--- config.mk ---
export PLATFORM = sky130hd
export DESIGN_NAME = vad_cell
export DESIGN_NICKNAME = d
export VERILOG_FILES = /design/src/hdl/vector_angle_degrees_macros.svh /design/src/hdl/vad_pkg.sv /design/src/hdl/vad_cell.sv
export SDC_FILE = /design/constraint.sdc
export NUM_CORES = 1
export LEC_CHECK = 0
export ABC_AREA = 1
export BUFFER_PORTS_ARGS = -buffer_cell sky130_fd_sc_hd__buf_2
export CELL_PAD_IN_SITES_DETAIL_PLACEMENT = 1
export CELL_PAD_IN_SITES_GLOBAL_PLACEMENT = 1
export CORE_MARGIN = 2
export CORE_UTILIZATION = 35
export DETAILED_ROUTE_END_ITERATION = 16
export PLACE_DENSITY = 0.77
export SLEW_MARGIN = 20
export SYNTH_ARGS = -nofsm -noshare
export SYNTH_HDL_FRONTEND = slang
export SYNTH_SLANG_ARGS = --single-unit
--- constraint.sdc ---
create_clock -name clk_i -period 0.85 [get_ports clk_i]
set_clock_uncertainty 0.1 [all_clocks]
set_input_delay 0.17 -clock clk_i [delete_from_list [all_inputs] [get_ports clk_i]]
set_output_delay 0.17 -clock clk_i [all_outputs]
set_load 0.03 [all_outputs]
--- src/hdl/vector_angle_degrees_macros.svh ---
// Assertion helpers for the RTL files; vad_final includes them.
`ifndef VECTOR_ANGLE_DEGREES_MACROS_SVH
`define VECTOR_ANGLE_DEGREES_MACROS_SVH

// A condition that must hold at every clock edge outside reset.
`define VAD_ASSERT_ALWAYS(lbl, clk, rst_n, cond, msg) \
  lbl: assert property (@(posedge clk) disable iff (!rst_n) (cond)) else $error(msg);

// A condition that, when true, forces a consequence in the following cycle.
`define VAD_ASSERT_NEXT(lbl, clk, rst_n, ante, cons, msg) \
  lbl: assert property (@(posedge clk) disable iff (!rst_n) (ante) |=> (cons)) else $error(msg);

`endif

--- src/hdl/vad_pkg.sv ---
`default_nettype none

package vad_pkg;

  localparam int unsigned ROTATION_STAGES = 14;
  localparam int unsigned TABLE_LEN       = 24;
  localparam int unsigned GUARD_BITS      = 8;

  localparam int unsigned IN_W      = 16;
  localparam int unsigned HEAD_W    = 16;
  localparam int unsigned MAG_W     = IN_W + 1;
  localparam int unsigned XW        = 27;
  localparam int unsigned ZW        = 24;
  localparam int unsigned STAGE_W   = $clog2(TABLE_LEN);
  localparam int unsigned NUM_CELLS =
    (ROTATION_STAGES < TABLE_LEN) ? ROTATION_STAGES : TABLE_LEN;

  localparam logic [HEAD_W-1:0] HEAD_0     = HEAD_W'(0);
  localparam logic [HEAD_W-1:0] HEAD_90    = HEAD_W'(90 * 128);
  localparam logic [HEAD_W-1:0] HEAD_180   = HEAD_W'(180 * 128);
  localparam logic [HEAD_W-1:0] HEAD_270   = HEAD_W'(270 * 128);
  localparam logic [HEAD_W:0]   FULL_TURN  = (HEAD_W + 1)'(360 * 128);
  localparam logic signed [ZW-1:0] Z_MAX   = ZW'(90 * 65536);
  localparam logic signed [ZW-1:0] Z_ROUND = ZW'(256);

  typedef struct packed {
    logic                   special;
    logic [HEAD_W-1:0]      offset;
    logic signed [XW-1:0]   x;
    logic signed [XW-1:0]   y;
    logic signed [ZW-1:0]   z;
  } vad_lane_t;

  // Arctangent of 2^-i in units of 2^-16 degree, rounded.
  function automatic logic signed [ZW-1:0] atan_entry(input logic [STAGE_W-1:0] idx);
    logic signed [ZW-1:0] e;
    case (idx)
      5'd0:    e = ZW'(2949120);
      5'd1:    e = ZW'(1740967);
      5'd2:    e = ZW'(919879);
      5'd3:    e = ZW'(466945);
      5'd4:    e = ZW'(234379);
      5'd5:    e = ZW'(117304);
      5'd6:    e = ZW'(58666);
      5'd7:    e = ZW'(29335);
      5'd8:    e = ZW'(14668);
      5'd9:    e = ZW'(7334);
      5'd10:   e = ZW'(3667);
      5'd11:   e = ZW'(1833);
      5'd12:   e = ZW'(917);
      5'd13:   e = ZW'(458);
      5'd14:   e = ZW'(229);
      5'd15:   e = ZW'(115);
      5'd16:   e = ZW'(57);
      5'd17:   e = ZW'(29);
      5'd18:   e = ZW'(14);
      5'd19:   e = ZW'(7);
      5'd20:   e = ZW'(4);
      5'd21:   e = ZW'(2);
      5'd22:   e = ZW'(1);
      default: e = '0;
    endcase
    return e;
  endfunction

endpackage

`default_nettype wire

--- src/hdl/vad_cell.sv ---
`default_nettype none

module vad_cell import vad_pkg::*; (
  input  wire logic               clk_i,
  input  wire logic               rst_ni,
  input  wire logic               en_i,
  input  wire logic [STAGE_W-1:0] stage_i,
  input  wire logic               valid_i,
  input  wire vad_lane_t          lane_i,
  output logic                    valid_o,
  output vad_lane_t               lane_o
);

  logic                 valid_q;
  vad_lane_t            lane_q, lane_d;
  logic signed [XW-1:0] xs, ys;
  logic signed [ZW-1:0] entry;

  always_comb begin
    xs     = lane_i.x >>> stage_i;
    ys     = lane_i.y >>> stage_i;
    entry  = atan_entry(stage_i);
    lane_d = lane_i;
    if (lane_i.y > 0) begin
      lane_d.x = lane_i.x + ys;
      lane_d.y = lane_i.y - xs;
      lane_d.z = lane_i.z + entry;
    end else begin
      lane_d.x = lane_i.x - ys;
      lane_d.y = lane_i.y + xs;
      lane_d.z = lane_i.z - entry;
    end
  end

  always_ff @(posedge clk_i or negedge rst_ni) begin
    if (!rst_ni) begin
      valid_q <= 1'b0;
    end else if (en_i) begin
      valid_q <= valid_i;
    end
  end

  always_ff @(posedge clk_i) begin
    if (en_i) begin
      lane_q <= lane_d;
    end
  end

  assign valid_o = valid_q;
  assign lane_o  = lane_q;

endmodule

`default_nettype wire

==> run metrics, run 1 <==
status stopped before the end; Stopped at 5_1_grt; Err [ERROR GRT-0232] Routing congestion too high. Check the congestion heatmap in the GUI.; main flop type after synthesis edfxtp_1; Synth warnings 0; Initial Util 35.4%; Detail Placement HPWL 45.8 mm; syn nets 1986; root buf cell clkbuf_16; floorplan row count 67; FFs w/ async S/R, synth 1.04%; Worst EP post-GRT repair lane_o[48]$_DFFE_PP_/D; DIE HEIGHT 188 µm; Ports 200; Inst Count DP 2944; Post-synth EDFFs 95; H-tree Lvls 3; Synth Area per Inst 6.60 µm²; #FFs+latches synth 96; pin count of the biggest net entering global routing 30; Synth cell types 51; cells after synthesis 1791; Clock Path Buffers 2; PortBufs 199; initial antenna violation count 10; GRT Resource Usage Total 76.5%; Post-DP Area 17800 µm²; Mapped Area 11800 µm²; total CTS buffers 9; clock sink total 96; worst ep type sequential cell input; Placer Congestion 0.932; Die Wd 188 µm; register area share after synthesis 24.3%; total grt overflow 110
[cell usage after synthesis, drive strengths merged, types with 5 or more instances]
cell    count  share of area [%]
a21oi     113                4.8
buf        58                3.0
clkbuf      6               0.19
edfxtp     95                 24
ha         88                9.3
inv       146                4.7
nand2     567                 18
nand3     243                 10
nand3b      5               0.32
nand4      18               0.95
nor2      148                5.1
nor3       15               0.68
nor4       13               0.69
o211ai     16                1.1
o21ai      92                4.0
o21bai      7               0.48
o31ai       5               0.32
xnor2      46                3.4
xor2       81                6.0
[what timing repair did]
action / CTS
setup buffers: 59
pin swaps: 111
gates cloned: 6
resized for setup: 421
hold buffers: 19
setup endpoints to repair: 175
endpoints found under the hold margin: 19
[metal layers]
metal	overflow	GRT usage, %
met1	1	73.3
met2	54	95.0
met3	3	59.9
met4	52	83.2
met5	0	26.0
[logic make-up after synthesis]
logic type | synth area share [%]
AOI/OAI and AO/OA | 11.8
xor gates and xnor gates | 9.61
adders and majority gates | 9.82
buffers and inverters | 7.81
DFF | 24.3
muxes | 0.0952
and+or+nand+nor | 36.5
[stage by stage]
stage,setup WS (ns),TNS (ns),hold WS (ns)
2_1_floorplan,-3.08,-174.15,-0.226
3_3_place_gp,-3.46,-245.31,-0.155
3_5_place_dp,-3.62,-258.32,-0.153
4_1_cts,-2.84,-216.70,-0.0972
==> run 2, diff against run 1 <==
--- a/config.mk
+++ b/config.mk
@@ -7,12 +7,10 @@
 export LEC_CHECK = 0
 export ABC_AREA = 1
 export BUFFER_PORTS_ARGS = -buffer_cell sky130_fd_sc_hd__buf_2
-export CELL_PAD_IN_SITES_DETAIL_PLACEMENT = 1
-export CELL_PAD_IN_SITES_GLOBAL_PLACEMENT = 1
 export CORE_MARGIN = 2
-export CORE_UTILIZATION = 35
+export CORE_UTILIZATION = 20
 export DETAILED_ROUTE_END_ITERATION = 16
-export PLACE_DENSITY = 0.77
+export PLACE_DENSITY_LB_ADDON = 0.15
 export SLEW_MARGIN = 20
 export SYNTH_ARGS = -nofsm -noshare
 export SYNTH_HDL_FRONTEND = slang
==> constraint.sdc (replaced) <==
create_clock -name clk_i -period 1.1 [get_ports clk_i]
set_clock_uncertainty 0.1 [all_clocks]
set_input_delay 0.22 -clock clk_i [delete_from_list [all_inputs] [get_ports clk_i]]
set_output_delay 0.22 -clock clk_i [all_outputs]
set_load 0.03 [all_outputs]
==> run 2 against run 1 <==
Net effect:
- the flow now finishes, with violations (negative setup slack)
- synthesized area unchanged
- synthesized cell count unchanged
==> run metrics, run 2 <==
cells after synthesis 1791 (unchanged); Ports 200 (unchanged); Reg clk slew, reported paths 0.08 ns; #FFs+latches synth 96 (unchanged); Critical Path Source Type input pin; Initial Util 20.1% (-15 points); routed vias/inst 4.54; pin count of the biggest net entering global routing 33; Worst Tran Pin Value 0.563 ns; r2r endpoint valid_o; total grt overflow 0; register area share after synthesis 24.3% (unchanged); crit path time final 3.64 ns; floorplan row count 89 (+33%); Mapped Area 11800 µm² (unchanged); Post-synth EDFFs 95 (unchanged); worst min-delay path class in -> reg; hold path start en_i; H-tree Lvls 3 (unchanged); layout overhead on the synthesized area 98.6%; Setup WS post-layout -2.54 ns; Final period util 331%; share of cells above drive strength 1 56.9%; main flop type after synthesis edfxtp_1; R2R cell count 1; Die Wd 247 µm (+32%); WL/cell 16.6 µm; Placer Congestion 0.884 (-5.1%); root buf cell clkbuf_16; PortBufs 199 (unchanged); max reg flops 95; worst r2r src valid_o; Crit Path Max Fanout 5; status complete, but fails checks; vias post-DR 15600; post-synth top area share 24.1% (unchanged); Slew HR 62.4%; remaining antenna violation count 0; nets@finish 2854; Pwr Total 28.3 mW; top-count cell post-synth nand2_1; CTS tree done; max-cap viol count 0; DR DRC count 0; Synth cell types 51 (unchanged); dominant cells by area after synthesis edfxtp_1, nand2_1, nand3_1; Inst Count DP 3276 (+11%); WHS Path Cells 2; Synth Area per Inst 6.60 µm² (unchanged); most frequent cells in the layout buf_4, nand2_1, buf_2; Post-Route WL 56.9 mm; vias in the first global route 15200; GRT Resource Usage Total 17.7%; Crit Path Class in -> reg; # setup viols final 174; reg2reg setup slack 0.23 ns; Non-Filler Instances 3439; clk_lat worst skew 0.40 ns; syn nets 1986 (unchanged); fin. max-slew vios 0; total CTS buffers 9 (unchanged); FFs w/ async S/R, synth 1.04% (unchanged); fillers 6045; die area 61100 µm²; Min-Delay Endpoint lane_o[4]; Pre-antenna DRT Iters 5; Crit path arrival time 3.69 ns; Post-synth top cells nand2_1, nand3_1, inv_1, nor2_1, a21oi_1; pre-CTS setup slack -3.34 ns (+0.274 ns); failing checks negative setup slack; initial antenna violation count 6; DIE HEIGHT 247 µm (+32%); DRT iter0 DRCs 861; Core Box Area 58700 µm²; RSZ-0062 raised after global routing yes; clock sink total 96 (unchanged); Final Hold Fails 0; first-pass GRT wire length 83.3 mm; Synth warnings 0 (unchanged); worst vdd ir 0.000630 V; area leader, netlist edfxtp_1; FMAX 0.275 GHz; Critical Path Sink Type register; Clock Path Buffers 2 (unchanged); commonest non-fill, non-tap cell in the layout buf_4; Worst EP required 1.16 ns; Leak 11.0 nW; PwrDens 1210 nW/µm²; Detail Placement HPWL 44.7 mm (-2.5%)
## run 2: cell counts after synthesis
No cell type changed its count.
## run 2: stage by stage
step	setup TNS [ns]	hold slack (ns)	instance area, µm²	util [%]
floorplan	-158.45	-0.176	12200	-
global placement	-218.69	-0.102	18300	31.2
detailed placement	-219.94	-0.102	18300	31.2
CTS	-184.71	0.128	21100	36.0
global route	-197.82	0.138	23500	40.0
finish	-183.38	0.135	23500	40.0
## run 2: repair_timing
item,4_1_cts,5_1_grt
hold buffers,20,0
endpoints found under the setup margin,174,174
pin swaps,156,152
buffers inserted,74,57
gates cloned,5,5
resized for setup,422,436
endpoints found under the hold margin,19,0
## run 2: critical path, stage by stage
cell and delay (ns):
buf_6 0.10, nor4_4 0.28, nand3_2 0.15, nor4_2 0.25, buf_4 0.18, nand4_1 0.17, nand2_4 0.27, inv_12 0.07
buf_12 0.14, nand2_4 0.05, xor2_1 0.15, ha_1 0.31, a21oi_2 0.21, o21ai_4 0.09, a21oi_4 0.18, o21bai_4 0.11
a21oi_2 0.18, o21ai_2 0.08, a21boi_2 0.21, buf_4 0.15, buf_6 0.08, xnor2_1 0.05
## run 2: final cells by class
class	count	area, µm²	share of cell area, %
timing repair inverter	1	8.76	0.0373
multi-input combinational	1485	11200	47.6
timing repair buffer	920	7550	32.2
clock inverter	7	81.3	0.346
tap	773	967	4.12
inverter	146	588	2.50
sequential	96	2880	12.3
antenna	2	5.00	0.0213
clock buffer	9	225	0.959
## run 2: how the worst max path moves through the flow
stage	slack, ns	start	to
after detailed placement	-3.34	stage_i[0]	lane_o[73]
after CTS	-2.54	stage_i[0]	lane_o[73]
after global routing	-2.71	stage_i[0]	lane_o[23]
final	-2.54	lane_i[32]	lane_o[69]
after global placement	-3.37	stage_i[0]	lane_o[73]
after floorplan	-2.88	stage_i[1]	lane_o[23]
## run 2: power breakdown
group,internal (mW),total [mW],leakage (nW),switching [mW]
clock,1.63,3.35,0.150,1.73
sequential,5.27,5.53,0.941,0.260
combinational,9.33,19.5,9.94,10.1
total,16.2,28.3,11.0,12.1
## run 2: kinds of logic after synthesis
logic type      count (synthesis)  synth area share [%]
fa+ha+maj                      91                  9.82
xor+xnor                      128                  9.61
simple gates                 1013                  36.5
mux                             1                0.0952
buf+inv                       210                  7.81
compound gates                252                  11.8
flops                          96                  24.3
## run 2: routing by layer
layer	GRT usage, %	vias up	part of all wire [%]
met2	31.7	303	51
li1	-	7765	-
met4	5.92	4	2.9
met1	21.7	7459	42
met5	0	-	0.042
met3	2.33	75	3.7
No activity file was read; power rests on OpenSTA's default activity.
