<file path="src/hdl/vector_angle_degrees_macros.svh">
// Assertion helpers for the RTL files; vad_final includes them.
`ifndef VECTOR_ANGLE_DEGREES_MACROS_SVH
`define VECTOR_ANGLE_DEGREES_MACROS_SVH

// A condition that must hold at every clock edge outside reset.
`define VAD_ASSERT_ALWAYS(lbl, clk, rst_n, cond, msg) \
  lbl: assert property (@(posedge clk) disable iff (!rst_n) (cond)) else $error(msg);

// A condition that, when true, forces a consequence in the following cycle.
`define VAD_ASSERT_NEXT(lbl, clk, rst_n, ante, cons, msg) \
  lbl: assert property (@(posedge clk) disable iff (!rst_n) (ante) |=> (cons)) else $error(msg);

`endif

</file>
<file path="src/hdl/vad_pkg.sv">
`default_nettype none

package vad_pkg;

  localparam int unsigned ROTATION_STAGES = 14;
  localparam int unsigned TABLE_LEN       = 24;
  localparam int unsigned GUARD_BITS      = 8;

  localparam int unsigned IN_W      = 16;
  localparam int unsigned HEAD_W    = 16;
  localparam int unsigned MAG_W     = IN_W + 1;
  localparam int unsigned XW        = 27;
  localparam int unsigned ZW        = 24;
  localparam int unsigned STAGE_W   = $clog2(TABLE_LEN);
  localparam int unsigned NUM_CELLS =
    (ROTATION_STAGES < TABLE_LEN) ? ROTATION_STAGES : TABLE_LEN;

  localparam logic [HEAD_W-1:0] HEAD_0     = HEAD_W'(0);
  localparam logic [HEAD_W-1:0] HEAD_90    = HEAD_W'(90 * 128);
  localparam logic [HEAD_W-1:0] HEAD_180   = HEAD_W'(180 * 128);
  localparam logic [HEAD_W-1:0] HEAD_270   = HEAD_W'(270 * 128);
  localparam logic [HEAD_W:0]   FULL_TURN  = (HEAD_W + 1)'(360 * 128);
  localparam logic signed [ZW-1:0] Z_MAX   = ZW'(90 * 65536);
  localparam logic signed [ZW-1:0] Z_ROUND = ZW'(256);

  typedef struct packed {
    logic                   special;
    logic [HEAD_W-1:0]      offset;
    logic signed [XW-1:0]   x;
    logic signed [XW-1:0]   y;
    logic signed [ZW-1:0]   z;
  } vad_lane_t;

  // Arctangent of 2^-i in units of 2^-16 degree, rounded.
  function automatic logic signed [ZW-1:0] atan_entry(input logic [STAGE_W-1:0] idx);
    logic signed [ZW-1:0] e;
    case (idx)
      5'd0:    e = ZW'(2949120);
      5'd1:    e = ZW'(1740967);
      5'd2:    e = ZW'(919879);
      5'd3:    e = ZW'(466945);
      5'd4:    e = ZW'(234379);
      5'd5:    e = ZW'(117304);
      5'd6:    e = ZW'(58666);
      5'd7:    e = ZW'(29335);
      5'd8:    e = ZW'(14668);
      5'd9:    e = ZW'(7334);
      5'd10:   e = ZW'(3667);
      5'd11:   e = ZW'(1833);
      5'd12:   e = ZW'(917);
      5'd13:   e = ZW'(458);
      5'd14:   e = ZW'(229);
      5'd15:   e = ZW'(115);
      5'd16:   e = ZW'(57);
      5'd17:   e = ZW'(29);
      5'd18:   e = ZW'(14);
      5'd19:   e = ZW'(7);
      5'd20:   e = ZW'(4);
      5'd21:   e = ZW'(2);
      5'd22:   e = ZW'(1);
      default: e = '0;
    endcase
    return e;
  endfunction

endpackage

`default_nettype wire

</file>
<file path="src/hdl/vad_fold.sv">
`default_nettype none

module vad_fold import vad_pkg::*; (
  input  wire logic                   clk_i,
  input  wire logic                   rst_ni,
  input  wire logic                   en_i,
  input  wire logic                   valid_i,
  input  wire logic signed [IN_W-1:0] vel_x_i,
  input  wire logic signed [IN_W-1:0] vel_y_i,
  output logic                        valid_o,
  output vad_lane_t                   lane_o
);

  logic                    valid_q;
  vad_lane_t               lane_q, lane_d;
  logic signed [MAG_W-1:0] xe, ye, xn, yn, mag_a, mag_b;

  always_comb begin
    xe = MAG_W'(vel_x_i);
    ye = MAG_W'(vel_y_i);
    xn = -xe;
    yn = -ye;
    lane_d.special = (vel_x_i == '0) || (vel_y_i == '0);
    lane_d.z       = '0;
    if (vel_x_i == '0) begin
      lane_d.offset = vel_y_i[IN_W-1] ? HEAD_270 : HEAD_90;
    end else if (vel_y_i == '0) begin
      lane_d.offset = vel_x_i[IN_W-1] ? HEAD_180 : HEAD_0;
    end else if (!vel_x_i[IN_W-1] && !vel_y_i[IN_W-1]) begin
      lane_d.offset = HEAD_0;
    end else if (vel_x_i[IN_W-1] && !vel_y_i[IN_W-1]) begin
      lane_d.offset = HEAD_90;
    end else if (vel_x_i[IN_W-1]) begin
      lane_d.offset = HEAD_180;
    end else begin
      lane_d.offset = HEAD_270;
    end
    if (!vel_x_i[IN_W-1] && !vel_y_i[IN_W-1]) begin
      mag_a = xe;
      mag_b = ye;
    end else if (vel_x_i[IN_W-1] && !vel_y_i[IN_W-1]) begin
      mag_a = ye;
      mag_b = xn;
    end else if (vel_x_i[IN_W-1]) begin
      mag_a = xn;
      mag_b = yn;
    end else begin
      mag_a = yn;
      mag_b = xe;
    end
    lane_d.x = XW'(mag_a) <<< GUARD_BITS;
    lane_d.y = XW'(mag_b) <<< GUARD_BITS;
  end

  always_ff @(posedge clk_i or negedge rst_ni) begin
    if (!rst_ni) begin
      valid_q <= 1'b0;
    end else if (en_i) begin
      valid_q <= valid_i;
    end
  end

  always_ff @(posedge clk_i) begin
    if (en_i) begin
      lane_q <= lane_d;
    end
  end

  assign valid_o = valid_q;
  assign lane_o  = lane_q;

endmodule

`default_nettype wire

</file>
<file path="config.mk">
export PLATFORM = sky130hd
export DESIGN_NAME = vad_fold
export DESIGN_NICKNAME = d
export VERILOG_FILES = /design/src/hdl/vector_angle_degrees_macros.svh /design/src/hdl/vad_pkg.sv /design/src/hdl/vad_fold.sv
export SDC_FILE = /design/constraint.sdc
export NUM_CORES = 1
export LEC_CHECK = 0
export ABC_AREA = 0
export BUFFER_PORTS_ARGS = -buffer_cell sky130_fd_sc_hd__buf_2
export CAP_MARGIN = 20
export CORE_UTILIZATION = 46
export DETAILED_ROUTE_END_ITERATION = 16
export GPL_TIMING_DRIVEN = 0
export PLACE_DENSITY = 0.76
export SLEW_MARGIN = 20
export SYNTH_ARGS = -nofsm -noshare
export SYNTH_HDL_FRONTEND = slang
export SYNTH_SLANG_ARGS = --single-unit
</file>
<file path="constraint.sdc">
create_clock -name clk_i -period 0.96 [get_ports clk_i]
set_clock_uncertainty 0.2 [all_clocks]
set_input_delay 0.096 -clock clk_i [delete_from_list [all_inputs] [get_ports clk_i]]
set_output_delay 0.096 -clock clk_i [all_outputs]
set_load 0.01 [all_outputs]
</file>
Word-level counts from Yosys, hierarchy flattened:

Index checks and enable logic that the tools add are counted.

* add/sub/neg operators: 2
* $mul: 0
* div/mod/pow operators: 0
* order comparisons: 0
* eq/ne operators: 0
* shifts and indexed selects: 0
* muxes and demuxes: 13
* bitwise operators: 0
* reductions and logical operators: 7

Operators with widths (number)
* 17-bit two-way mux: 6
* 16-bit two-way mux: 6
* 16-bit negator with 17-bit output: 2
* 16-bit logical NOT: 2
* 15-bit two-way mux: 1
* 1-bit logical AND: 2
* 1-bit logical NOT: 2
* 1-bit logical OR: 1

* register bits after elaboration: 52
* latch bits: 0
* bits in writable memories: 0
* memory bits (read-only): 0
* output and inout port bits: 96
* logic and storage cells: 27
* memories kept: 0

Logic depth before layout (Yosys ltp):

* depth in word-level cells: 6
* depth in mapped cells: 10
* gate-level depth less buffers: 7

Least setup slack after synthesis:

No wires, ideal clock.

* path kind: input to register
* from: in vel_x_i[12]
* to: reg lane_q, in the netlist lane_o[93], data pin
* setup time: 0.256 ns
* data arrival time: 1.990 ns
* setup slack: -1.487 ns
* stages on the path: 6
* cells stage by stage: buf_6 or4_4 or3_4 or4_4 and2_4 a22o_1

RTL lines
* start, declared: line vad_fold.sv:8 `input wire logic signed [IN_W-1:0] vel_x_i,`
* end signal, assigned: line vad_fold.sv:65 `lane_q <= lane_d;`
* end, declared: line vad_fold.sv:15 `vad_lane_t lane_q, lane_d;`

==> metrics <==
DR vias=4400; gr usage total=0.316; Buf+Inv Stages, Crit Path=1; initial core utilization=0.475; Most common cell on crit path=or4_4; Routability Congestion=between 0.9 and 1; Final min period=~2.1 ns; PD cells=1010 nW/um^2; synth warn=0; violated checks=hold timing, setup timing; cell taking the most area after synthesis=edfxtp_1; dominant cells by area after synthesis=edfxtp_1 (34%), buf_4 (11%), o21ai_0 (5.3%); Place WS=-1.79 ns; outcome=finished, violations left; Hold Crit Depth=2; IO Pins=132; Max-cap violations=0; Final Hold Viols=8; Die ar.=8300 sq um; first-pass GRT wire length=20300 um; Max Fclk=between 400 and 500 MHz; clock sinks=42; headroom to the max-slew limit=0.441; register area share after synthesis=0.344; number of cells on the critical path=6; worst slew pin tran=approximately 0.83 ns; Post-CTS Hold Fix Bufs=2; ys async rst share=0.0238; HPWL after DPL=8310 um; total congestion overflow=0; Post-Syn Area=around 3700 sq um; Hold Crit Class=input port to flop; Core ar.=~7700 sq um; end of the worst register-to-register path=valid_o; CTS Buffer Depth=2; Area after DPL=roughly 4700 sq um; Post-synth top cells=buf_4 (55), nor2_1 (42), edfxtp_1 (41); largest family of logic cells by synthesized area=compound AO/OA/AOI/OAI gates; Reg clk slew, reported paths=about 0.09 ns; # nets final=around 660; #FFs+latches synth=between 40 and 50; # diodes=0; count leader, synth=buf_4; CP startpoint kind=input port; final WL=approximately 15000 um; final setup fails=between 80 and 90; CTS Root Cell=clkbuf_8; TritonCTS Buffers=5; critical path class=input port to flop; Post-Syn Area per Cell=8.48 sq um; final worst setup slack=-1.17 ns; EDFF count, synth=between 40 and 50; compound-cell area share of the yosys netlist=0.238; Clock Latency Late Sink=between 0.3 and 0.4 ns; Die W=about 91 um; # port buffers=75; area fraction of the dominant cell type after synthesis=0.337; initial antenna violation count=0; worst vdd ir=~890 uV; xor/xnor share of the synthesized area=0.0120; flop2flop setup slack=approximately 0.01 ns; met2 wire len=approximately 6700 um; hold path endpoint=valid_o; Unique masters post-synth=slightly above 70; synth-to-layout area growth=69.2%; DRC Markers=0; worst-path maximum fanout=4; Leak=roughly 0.0027 uW; Worst R2R Path Depth=1; r2r startpoint=valid_o; Via-to-Cell Ratio=slightly above 6; iteration count of the initial detailed-routing pass=6; die height=slightly above 90 um; final instance area=6180 sq um; Critical Path, Cell by Cell=buf_12 -> or4_4 -> or3_4 -> or4_4 -> and2_4 -> a22o_1; Setup crit end kind=flop; drt wl/cell=approximately 20 um; cells after synthesis=between 400 and 500; H-tree depth=2; Post-Synth Simple-Gate Area=0.202; critical path required time=about 0.8 ns; DR top layer=met4; Worst EP arrival=1.99 ns; Final ANT Viol Nets=0; Max Slew Vio Count=0; RSZ-0062 raised after global routing=true; most used flip-flop cell after synthesis=edfxtp_1; post-synthesis mux area share=0.0140; final worst path period share=2.22; Iter 0 DRT Violations=567; Worst path max stage delay=between 0.5 and 0.6 ns; Top delay family on crit path=simple AND/OR/NAND/NOR gates; layout cells sized above 1=0.517; routed length on met1=around 5400 um; met3 wire length=roughly 1900 um; largest net degree at the start of global routing=43; Worst Min Path Start=valid_i; vias in the first global route=3908; setup TNS=-38.00 ns; hold slack=-0.185 ns; Rows=32; area share of fa/ha/maj cells after synthesis=0.0240; Finished Core Util=0.804; TritonCTS clock tree=yes; slowest CP cell=or4_4
layout make-up:
type | instances | area [sq um]
Clock buffer | 6 | 72.6
Multi-Input combinational cell | 332 | 2520
Tap cell | 102 | 128
Fill cell | 486 | 1500
Clock inverter | 2 | 37.5
Sequential cell | 42 | 1260
Buffer | 84 | 906
Inverter | 18 | 120
Timing Repair Buffer | 137 | 1150
cell families after synthesis:
family | Yosys count
XOR/XNOR | 5
other | 1
AND/OR/NAND/NOR | 138
flip-flops | 42
multiplexers | 5
adder cells (fa/ha/maj) | 7
buffers and inverters | 104
AO/OA/AOI/OAI | 129
how the worst max path moves through the flow:
| stage | start | to |
|---|---|---|
| after global placement | vel_x_i[5] | lane_o[46] |
| after detailed placement | vel_x_i[5] | lane_o[46] |
| after global routing | vel_x_i[6] | lane_o[46] |
| after floorplan | vel_x_i[12] | lane_o[93] |
| after CTS | vel_x_i[12] | lane_o[93] |
| final | vel_x_i[9] | lane_o[93] |
state kept, by name (all words and copies together), names as in the netlist:
| register | flops |
|---|---|
| lane_o | 41 |
| valid_o | 1 |
metal layers:
| metal | vias to the layer above | track usage |
|---|---|---|
| met5 | - | 0 |
| met4 | 0 | 0.173 |
| met3 | 109 | 0.0729 |
| met2 | 401 | 0.499 |
| met1 | 1997 | 0.400 |
| li1 | 1893 | - |
cell usage in the layout, fill, tap and decap left out, types with 4 or more instances in the layout:
| master | synthesis | layout |
|---|---|---|
| nor2_1 | 42 | 34 |
| edfxtp_1 | 41 | 41 |
| clkbuf_1 | 26 | 4 |
| nor3_2 | 0 | 6 |
| conb_1 | 1 | 48 |
| buf_2 | 0 | 58 |
| o21ai_0 | 39 | 16 |
| o21ai_2 | 0 | 5 |
| or3_4 | 1 | 4 |
| inv_1 | 17 | 10 |
| nor2_4 | 0 | 6 |
| nand2_2 | 0 | 5 |
| or4_4 | 2 | 5 |
| buf_8 | 0 | 9 |
| nor3_1 | 13 | 5 |
| xnor2_1 | 4 | 4 |
| clkbuf_16 | 0 | 11 |
| a21oi_1 | 25 | 15 |
| a31oi_1 | 8 | 6 |
| nand3_1 | 6 | 5 |
| a21oi_2 | 0 | 10 |
| nor4_1 | 10 | 5 |
| ha_4 | 0 | 4 |
| nand2_1 | 27 | 21 |
| a222oi_1 | 5 | 5 |
| o21ai_1 | 0 | 17 |
| nor4_4 | 1 | 7 |
| clkbuf_8 | 0 | 9 |
| buf_4 | 55 | 86 |
| buf_6 | 1 | 32 |
| buf_12 | 0 | 10 |
through the flow:
step           power (uW)  hold WS [ns]  std cells
2_1_floorplan        3510        -0.400        478
3_3_place_gp         4080        -0.329        655
3_5_place_dp         4100        -0.328        655
4_1_cts              5910        -0.176        707
5_1_grt              6460        -0.180        723
6_report             6270        -0.185        723
what timing repair did:
item,in CTS,in global routing
gates resized for setup,108,87
endpoints found under the setup margin,131,89
setup buffers,37,20
hold endpoints to repair,10,6
gates cloned,5,2
pin swaps,44,48
power breakdown:
group | leakage, uW | internal [uW] | switching [uW]
clock | 0.0000514 | 777 | 711
sequential | 0.000411 | 2250 | 53.1
combinational | 0.00219 | 1200 | 1290
total | 0.00266 | 4220 | 2050
Note: power is estimated with default switching activity, not from simulation.
