$ cat src/hdl/vector_angle_degrees_macros.svh
// Assertion helpers for the RTL files; vad_final includes them.
`ifndef VECTOR_ANGLE_DEGREES_MACROS_SVH
`define VECTOR_ANGLE_DEGREES_MACROS_SVH

// A condition that must hold at every clock edge outside reset.
`define VAD_ASSERT_ALWAYS(lbl, clk, rst_n, cond, msg) \
  lbl: assert property (@(posedge clk) disable iff (!rst_n) (cond)) else $error(msg);

// A condition that, when true, forces a consequence in the following cycle.
`define VAD_ASSERT_NEXT(lbl, clk, rst_n, ante, cons, msg) \
  lbl: assert property (@(posedge clk) disable iff (!rst_n) (ante) |=> (cons)) else $error(msg);

`endif

$ cat src/hdl/vad_pkg.sv
`default_nettype none

package vad_pkg;

  localparam int unsigned ROTATION_STAGES = 14;
  localparam int unsigned TABLE_LEN       = 24;
  localparam int unsigned GUARD_BITS      = 8;

  localparam int unsigned IN_W      = 16;
  localparam int unsigned HEAD_W    = 16;
  localparam int unsigned MAG_W     = IN_W + 1;
  localparam int unsigned XW        = 27;
  localparam int unsigned ZW        = 24;
  localparam int unsigned STAGE_W   = $clog2(TABLE_LEN);
  localparam int unsigned NUM_CELLS =
    (ROTATION_STAGES < TABLE_LEN) ? ROTATION_STAGES : TABLE_LEN;

  localparam logic [HEAD_W-1:0] HEAD_0     = HEAD_W'(0);
  localparam logic [HEAD_W-1:0] HEAD_90    = HEAD_W'(90 * 128);
  localparam logic [HEAD_W-1:0] HEAD_180   = HEAD_W'(180 * 128);
  localparam logic [HEAD_W-1:0] HEAD_270   = HEAD_W'(270 * 128);
  localparam logic [HEAD_W:0]   FULL_TURN  = (HEAD_W + 1)'(360 * 128);
  localparam logic signed [ZW-1:0] Z_MAX   = ZW'(90 * 65536);
  localparam logic signed [ZW-1:0] Z_ROUND = ZW'(256);

  typedef struct packed {
    logic                   special;
    logic [HEAD_W-1:0]      offset;
    logic signed [XW-1:0]   x;
    logic signed [XW-1:0]   y;
    logic signed [ZW-1:0]   z;
  } vad_lane_t;

  // Arctangent of 2^-i in units of 2^-16 degree, rounded.
  function automatic logic signed [ZW-1:0] atan_entry(input logic [STAGE_W-1:0] idx);
    logic signed [ZW-1:0] e;
    case (idx)
      5'd0:    e = ZW'(2949120);
      5'd1:    e = ZW'(1740967);
      5'd2:    e = ZW'(919879);
      5'd3:    e = ZW'(466945);
      5'd4:    e = ZW'(234379);
      5'd5:    e = ZW'(117304);
      5'd6:    e = ZW'(58666);
      5'd7:    e = ZW'(29335);
      5'd8:    e = ZW'(14668);
      5'd9:    e = ZW'(7334);
      5'd10:   e = ZW'(3667);
      5'd11:   e = ZW'(1833);
      5'd12:   e = ZW'(917);
      5'd13:   e = ZW'(458);
      5'd14:   e = ZW'(229);
      5'd15:   e = ZW'(115);
      5'd16:   e = ZW'(57);
      5'd17:   e = ZW'(29);
      5'd18:   e = ZW'(14);
      5'd19:   e = ZW'(7);
      5'd20:   e = ZW'(4);
      5'd21:   e = ZW'(2);
      5'd22:   e = ZW'(1);
      default: e = '0;
    endcase
    return e;
  endfunction

endpackage

`default_nettype wire

$ cat src/hdl/vad_final.sv
`default_nettype none
`include "vector_angle_degrees_macros.svh"

module vad_final import vad_pkg::*; (
  input  wire logic        clk_i,
  input  wire logic        rst_ni,
  input  wire logic        en_i,
  input  wire logic        valid_i,
  input  wire vad_lane_t   lane_i,
  output logic             valid_o,
  output logic [HEAD_W-1:0] heading_o
);

  logic                 valid_q;
  logic                 special_q;
  logic [HEAD_W-1:0]    heading_q, heading_d;
  logic signed [ZW-1:0] zc, zr;
  logic [HEAD_W:0]      sum;

  always_comb begin
    if (lane_i.z < 0) begin
      zc = '0;
    end else if (lane_i.z > Z_MAX) begin
      zc = Z_MAX;
    end else begin
      zc = lane_i.z;
    end
    zr  = zc + Z_ROUND;
    sum = (HEAD_W + 1)'(lane_i.offset) + (HEAD_W + 1)'(zr[ZW-1:9]);
    if (lane_i.special) begin
      heading_d = lane_i.offset;
    end else if (sum >= FULL_TURN) begin
      heading_d = HEAD_W'(sum - FULL_TURN);
    end else begin
      heading_d = sum[HEAD_W-1:0];
    end
  end

  always_ff @(posedge clk_i or negedge rst_ni) begin
    if (!rst_ni) begin
      valid_q <= 1'b0;
    end else if (en_i) begin
      valid_q <= valid_i;
    end
  end

  always_ff @(posedge clk_i) begin
    if (en_i) begin
      heading_q <= heading_d;
      special_q <= lane_i.special;
    end
  end

  assign valid_o   = valid_q;
  assign heading_o = heading_q;

  `VAD_ASSERT_ALWAYS(a_heading_range, clk_i, rst_ni,
    !valid_q || ({1'b0, heading_q} < FULL_TURN), "Heading beyond a full turn.")
  `VAD_ASSERT_ALWAYS(a_special_axis, clk_i, rst_ni,
    !(valid_q && special_q) ||
    (heading_q == HEAD_0) || (heading_q == HEAD_90) ||
    (heading_q == HEAD_180) || (heading_q == HEAD_270),
    "Axis vector off an axis heading.")
  `VAD_ASSERT_NEXT(a_result_lands, clk_i, rst_ni,
    en_i && valid_i, valid_q, "Finished request lost at the output register.")

endmodule

`default_nettype wire

$ cat config.mk
export PLATFORM = sky130hd
export DESIGN_NAME = vad_final
export DESIGN_NICKNAME = d
export VERILOG_FILES = /design/src/hdl/vad_pkg.sv /design/src/hdl/vad_final.sv
export VERILOG_INCLUDE_DIRS = /design/src /design/src/hdl
export SDC_FILE = /design/constraint.sdc
export NUM_CORES = 1
export LEC_CHECK = 0
export BUFFER_PORTS_ARGS = -buffer_cell sky130_fd_sc_hd__buf_2
export CAP_MARGIN = 20
export CORE_ASPECT_RATIO = 1.4
export CORE_MARGIN = 3
export CORE_UTILIZATION = 46
export DETAILED_ROUTE_END_ITERATION = 10
export GPL_ROUTABILITY_DRIVEN = 0
export PLACE_DENSITY = 0.81
export SYNTH_ARGS = -nofsm -noshare
export SYNTH_HDL_FRONTEND = slang
export SYNTH_SLANG_ARGS = --single-unit
$ cat constraint.sdc
create_clock -name clk_i -period 0.9 [get_ports clk_i]
set_input_delay 0.135 -clock clk_i [delete_from_list [all_inputs] [get_ports clk_i]]
set_output_delay 0.135 -clock clk_i [all_outputs]
set_load 0.005 [all_outputs]
==> results, run 1 <==
- The total routing usage reported by global routing is 0.544.
- The fraction of registers with async set/reset is 0.0588.
- The die span in y is 88.6 um.
- The tree is rooted in a sky130_fd_sc_hd__clkbuf_8.
- The effective utilization at floorplan is 0.486.
- Yosys attributes the largest share of cell area to sky130_fd_sc_hd__edfxtp_1 21%, sky130_fd_sc_hd__ha_1 10%, sky130_fd_sc_hd__nand2_1 4.7%.
- From left edge to right edge, the die measures 65.0 um.
- The total global routing overflow is 5.
- In this run, synthesis produced a sequential element count of 17.
- For this design, the sink count on the clock tree is 17.
- The synthesized netlist occupies a cell area of 2240 um2.
- The number of nets handed over by synthesis was 392.
- After the last repair the worst path ends at a register input.
- The run stopped with a tool error.
- The cell count after synthesis came out at 274.
- The maximum number of pins on one net before global-route repair is 17.
- Pin placement for this block handled 116 I/O pins.
- A synthesized cell averages 8.17 um2.
- The maximum buffer depth of the clock tree is 2.
- The total number of H-tree levels is 1.
- The detailed placer's ending HPWL is 5.93 mm.
- The biggest area contributor in the post-synthesis netlist is sky130_fd_sc_hd__edfxtp_1.
- The fraction of the yosys area taken by sequential cells is 0.226.
- Of the post-synthesis cell area, the dominant cell type holds 0.215.
- The pin ending the worst setup path after global-route repair is heading_o[11]$_DFFE_PP_/D.
- During synthesis, Yosys emitted a total of 0 warnings.
- The most numerous cell in the Yosys netlist is sky130_fd_sc_hd__nand2_1.
- The tool reported: "[ERROR GRT-0232] Routing congestion too high. Check the congestion heatmap in the GUI".
- The number of flops mapped to enable cells by yosys is 16.
- The count of buffers inserted at the top-level ports is 61.
- The distinct cell type count of the synthesized netlist is 58.
- After floorplanning, the core was divided into 29 placement rows.
- The total CTS buffers is 3.
- The halt point of the flow is global routing (5_1_grt).
- In the synthesized netlist, the cells that appear most often are 28 x sky130_fd_sc_hd__nand2_1, 22 x sky130_fd_sc_hd__nor2_1, 19 x sky130_fd_sc_hd__a21oi_1.
- The main flop type after synthesis is sky130_fd_sc_hd__edfxtp_1.
## through the flow
| step | instance area, um2 | setup TNS, ns | worst slack, ns | cells |
|---|---|---|---|---|
| after CTS | 3950 | -42.62 | -3.66 | 502 |
| after detailed placement | 3510 | -49.18 | -4.09 | 490 |
| after global placement | 3510 | -46.76 | -3.86 | 490 |
| after floorplan | 2410 | -41.96 | -3.65 | 274 |
## routing by layer
| metal | global-route usage | GRT overflow |
|---|---|---|
| met5 | 0 | 0 |
| met4 | 0.642 | 4 |
| met3 | 0.286 | 0 |
| met2 | 0.797 | 1 |
| met1 | 0.498 | 0 |
## logic make-up after synthesis
group	count (synthesis)	synth area share
flip-flops	17	0.226
multiplexers	7	0.0341
AND/OR/NAND/NOR	111	0.251
adder cells (fa/ha/maj)	19	0.109
buffers and inverters	21	0.0374
AO/OA/AOI/OAI	75	0.236
XOR/XNOR	23	0.105
other	1	0.00167
## what timing repair did
item                                    4_1_cts
hold endpoints to repair                      1
endpoints found under the setup margin       16
pin swaps                                    31
hold buffers                                  1
buffers inserted                              8
resized for setup                            61
==> inputs of run 2 (changes only) <==
Settings changed: CORE_ASPECT_RATIO 1.4 to not set, CORE_UTILIZATION 46 to 40, PLACE_DENSITY 0.81 to not set, PLACE_DENSITY_LB_ADDON set to 0.15.
==> results, run 2 <==
- The fraction of registers with async set/reset is 0.0588 (unchanged).
- The maximum clock frequency is 214 MHz.
- The count of final max-slew check failures is 0.
- For the worst setup path, the data required time is 1.02 ns.
- The die covers 6530 um2.
- The total routing usage reported by global routing is 0.262.
- The CTS sink count is 17 (unchanged).
- The violation count after the first detailed-routing iteration is 222.
- The detailed placer's ending HPWL is 5.83 mm (-1.8%).
- The critical path arrival is 4.79 ns.
- The startpoint type of the worst setup path is an input port.
- Summed over all cells, the static leakage comes to 1.89 nW.
- The total iterations of the first detailed-routing run is 4.
- The total CTS buffers was 3 (unchanged).
- The post-layout net count is 579.
- The die span in y is 80.8 um (-8.7%).
- The maximum number of pins on one net before global-route repair is 17.
- The synthesized netlist net count is 392 (unchanged).
- The wire length of the first global-routing pass is 13.4 mm.
- The number of synthesized register bits is 17 (unchanged).
- The post-layout worst setup margin is -3.76 ns.
- Leaving out fill and tap cells, the most frequent cell in the layout is sky130_fd_sc_hd__buf_4.
- The area share of the largest cell type after synthesis came to 0.215 (unchanged).
- For the worst-skew pair, the clock arrives at the later sink with an insertion delay of 0.25 ns.
- The placement-stage worst setup slack is -3.98 ns (+0.102 ns).
- The worst clock skew on the final layout is 0 ns.
- The highest net fanout along the worst path is 4.
- Of the total power, the clock network draws 0.120.
- The synthesized cell area came to 2240 um2 (unchanged).
- The number of antenna diodes is 0.
- The mean post-synth cell area is 8.17 um2 (unchanged).
- The largest total area in the synthesized netlist belongs to sky130_fd_sc_hd__edfxtp_1.
- The internal portion of total power is 2.89 mW.
- The type of the tightest min-delay check is input port to flop.
- Of the total power, the share spent switching nets is 0.372.
- The clock slew at the register clock pins of the worst setup and hold paths is 0.06 ns.
- The register with the most flip-flops in the layout has 16 of them.
- The power share of the sequential group is 0.222.
- Once detail routing completed, the nets flagged for antenna violations numbered 0.
- The distinct cell type count of the synthesized netlist was 58 (unchanged).
- Setup violations remaining at the end of the flow were counted as 17.
- Among all flip-flop cells after synthesis, the most frequent one is sky130_fd_sc_hd__edfxtp_1.
- The post-route DRC violation count is 0.
- The area growth from synthesis to layout is 89.1%.
- The cell area power density is 1090 nW/um2.
- The number of top-level design ports came to 116 (unchanged).
- The via count of the first global-routing pass is 2,903.
- The number of hold violations in the final report is 0.
- The count of warnings emitted by yosys came to 0 (unchanged).
- The worst-case IR drop observed on VDD is 0.908 mV.
- The number of flops mapped to enable cells by yosys is 16 (unchanged).
- The chip width is 80.8 um (+24%).
- The total power draw is 4.61 mW.
- The detailed-route via count is 2,941.
- The final critical-path required period is 4.66 ns.
- The overall routed net length is 9.09 mm.
- The checks that failed: setup timing.
- The total global routing overflow is 0.
- The synthesized netlist cell count came to 274 (unchanged).
- In the final layout, the share of cells above drive strength 1 is 0.583.
- Dividing the detail-routed wire length by the instance count gives 17.1 um.
- TritonCTS built the clock tree.
- The fraction of the yosys area taken by sequential cells is 0.226 (unchanged).
- The reported max-cap violation count is 0.
- The count of buffers inserted at the top-level ports is 61 (unchanged).
- The via density per instance is 5.55.
- The number of rows created at floorplan came to 26 (-10%).
- The total number of H-tree levels came to 1 (unchanged).
- Setup repair after global routing could not meet its margin everywhere.
- The initial antenna violation count is 0.
- Of the total power, combinational logic draws 0.658.
- By count the netlist is led by 28 x sky130_fd_sc_hd__nand2_1, 22 x sky130_fd_sc_hd__nor2_1, 19 x sky130_fd_sc_hd__a21oi_1.
- The clock root buffer is sky130_fd_sc_hd__clkbuf_8.
- STA classifies the critical path endpoint as a flop.
- The category of the most critical setup path is input port to flop.
- The floorplan core area is 5270 um2.
- By area the synthesized netlist is led by sky130_fd_sc_hd__edfxtp_1 21%, sky130_fd_sc_hd__ha_1 10%, sky130_fd_sc_hd__nand2_1 4.7%.
- The maximum buffer depth of the clock tree is 2 (unchanged).
- Of the available clock period, the critical path in the final layout requires 5.18.
- In this run the power spent charging and discharging nets is 1.71 mW.
- The effective utilization at floorplan is 0.425 (-0.0610).
- The library cells used most frequently in the layout, excluding fill and tap cells, are 110 x sky130_fd_sc_hd__buf_4, 59 x sky130_fd_sc_hd__buf_2, 24 x sky130_fd_sc_hd__nand2_1.
- Yosys instantiated no cell more often than sky130_fd_sc_hd__nand2_1.
- The run finished, with violations left.
-- run 2: path summary, 6_finish.rpt --
| path | startpoint | cells past startpoint | to | slack [ns] |
|---|---|---|---|---|
| worst max-delay path | lane_i[0] | 26 | heading_o[11] | -3.76 |
| worst min-delay path | valid_i | 2 | valid_o | 0.12 |
| worst max register to register | valid_o | 1 | valid_o | 0.16 |
| worst min register to register | valid_o | 1 | valid_o | 0.51 |
| max in group asynchronous | rst_ni | 2 | valid_o | 0.63 |
| min in group asynchronous | rst_ni | 2 | valid_o | 0.19 |
-- run 2: kinds of logic (layout without fill, tap and decap cells) --
| family | after synthesis | count (layout) | share of synthesized area |
|---|---|---|---|
| compound gates | 75 | 75 | 0.236 |
| flops | 17 | 17 | 0.226 |
| buf+inv | 21 | 207 | 0.0374 |
| mux | 7 | 7 | 0.0341 |
| xor+xnor | 23 | 23 | 0.105 |
| fa+ha+maj | 19 | 19 | 0.109 |
| simple gates | 111 | 111 | 0.251 |
| other cells | 1 | 1 | 0.00167 |
-- run 2: power by group through the flow --
stage	Clock, mW	Combinational [mW]	Sequential (mW)
2_1_floorplan	0	1.14	1.06
3_3_place_gp	0	2.24	1.04
3_5_place_dp	0	2.29	1.04
4_1_cts	0.559	2.72	1.02
5_1_grt	0.608	3.22	1.04
6_report	0.553	3.03	1.02
-- run 2: timing repair --
item / in CTS / in global routing
hold buffers: 1 / 0
gates resized for setup: 59 / 29
setup buffers: 16 / 6
endpoints found under the setup margin: 17 / 27
pin swaps: 31 / 20
endpoints found under the hold margin: 1 / 0
-- run 2: final cells by class --
type | instances | area [um2]
fill | 321 | 1040
inverter | 11 | 41.3
clock buffer | 4 | 45.0
multi-input combinational | 236 | 2160
timing repair buffer | 192 | 1390
tap | 70 | 87.6
sequential | 17 | 505
-- run 2: per-layer routing --
layer  GRT usage  up-vias  share of wire
li1            -     1405              -
met2       0.481      147           0.51
met3      0.0277       31          0.071
met5           0        -              0
met4       0.108        0          0.035
met1       0.308     1358           0.38
-- run 2: critical path, stage by stage --
cell                        delay, ns
sky130_fd_sc_hd__buf_2           0.10
sky130_fd_sc_hd__nor4_2          0.26
sky130_fd_sc_hd__nand4_1         0.13
sky130_fd_sc_hd__o41ai_2         0.24
sky130_fd_sc_hd__a21oi_1         0.11
sky130_fd_sc_hd__o21ai_1         0.19
sky130_fd_sc_hd__nand2b_1        0.19
sky130_fd_sc_hd__nor2_4          0.17
sky130_fd_sc_hd__ha_4            0.15
sky130_fd_sc_hd__and2_4          0.16
sky130_fd_sc_hd__nand2_1         0.08
sky130_fd_sc_hd__xor2_1          0.18
sky130_fd_sc_hd__nor2_1          0.08
sky130_fd_sc_hd__ha_1            0.33
sky130_fd_sc_hd__nand3_2         0.10
sky130_fd_sc_hd__or3_4           0.35
sky130_fd_sc_hd__and2_4          0.17
sky130_fd_sc_hd__a211oi_4        0.25
sky130_fd_sc_hd__ha_2            0.22
sky130_fd_sc_hd__nor4b_4         0.18
sky130_fd_sc_hd__nand4_1         0.15
sky130_fd_sc_hd__a2111oi_4       0.28
sky130_fd_sc_hd__o21a_1          0.24
sky130_fd_sc_hd__buf_4           0.14
sky130_fd_sc_hd__nand3_1         0.09
sky130_fd_sc_hd__nand3_1         0.10
-- run 2: per-stage QoR --
step | util | instances | hold slack (ns) | TNS [ns] | instance area, um2
detailed placement | 0.680 | 507 | -0.0892 | -48.90 | 3580
global route | 0.803 | 530 | 0.109 | -49.26 | 4230
CTS | 0.775 | 526 | 0.115 | -42.93 | 4080
finish | 0.803 | 530 | 0.117 | -45.59 | 4230
global placement | 0.680 | 507 | -0.0907 | -47.29 | 3580
floorplan | - | 274 | -0.161 | -41.96 | 2410
Power figures use the tool's default switching activity.
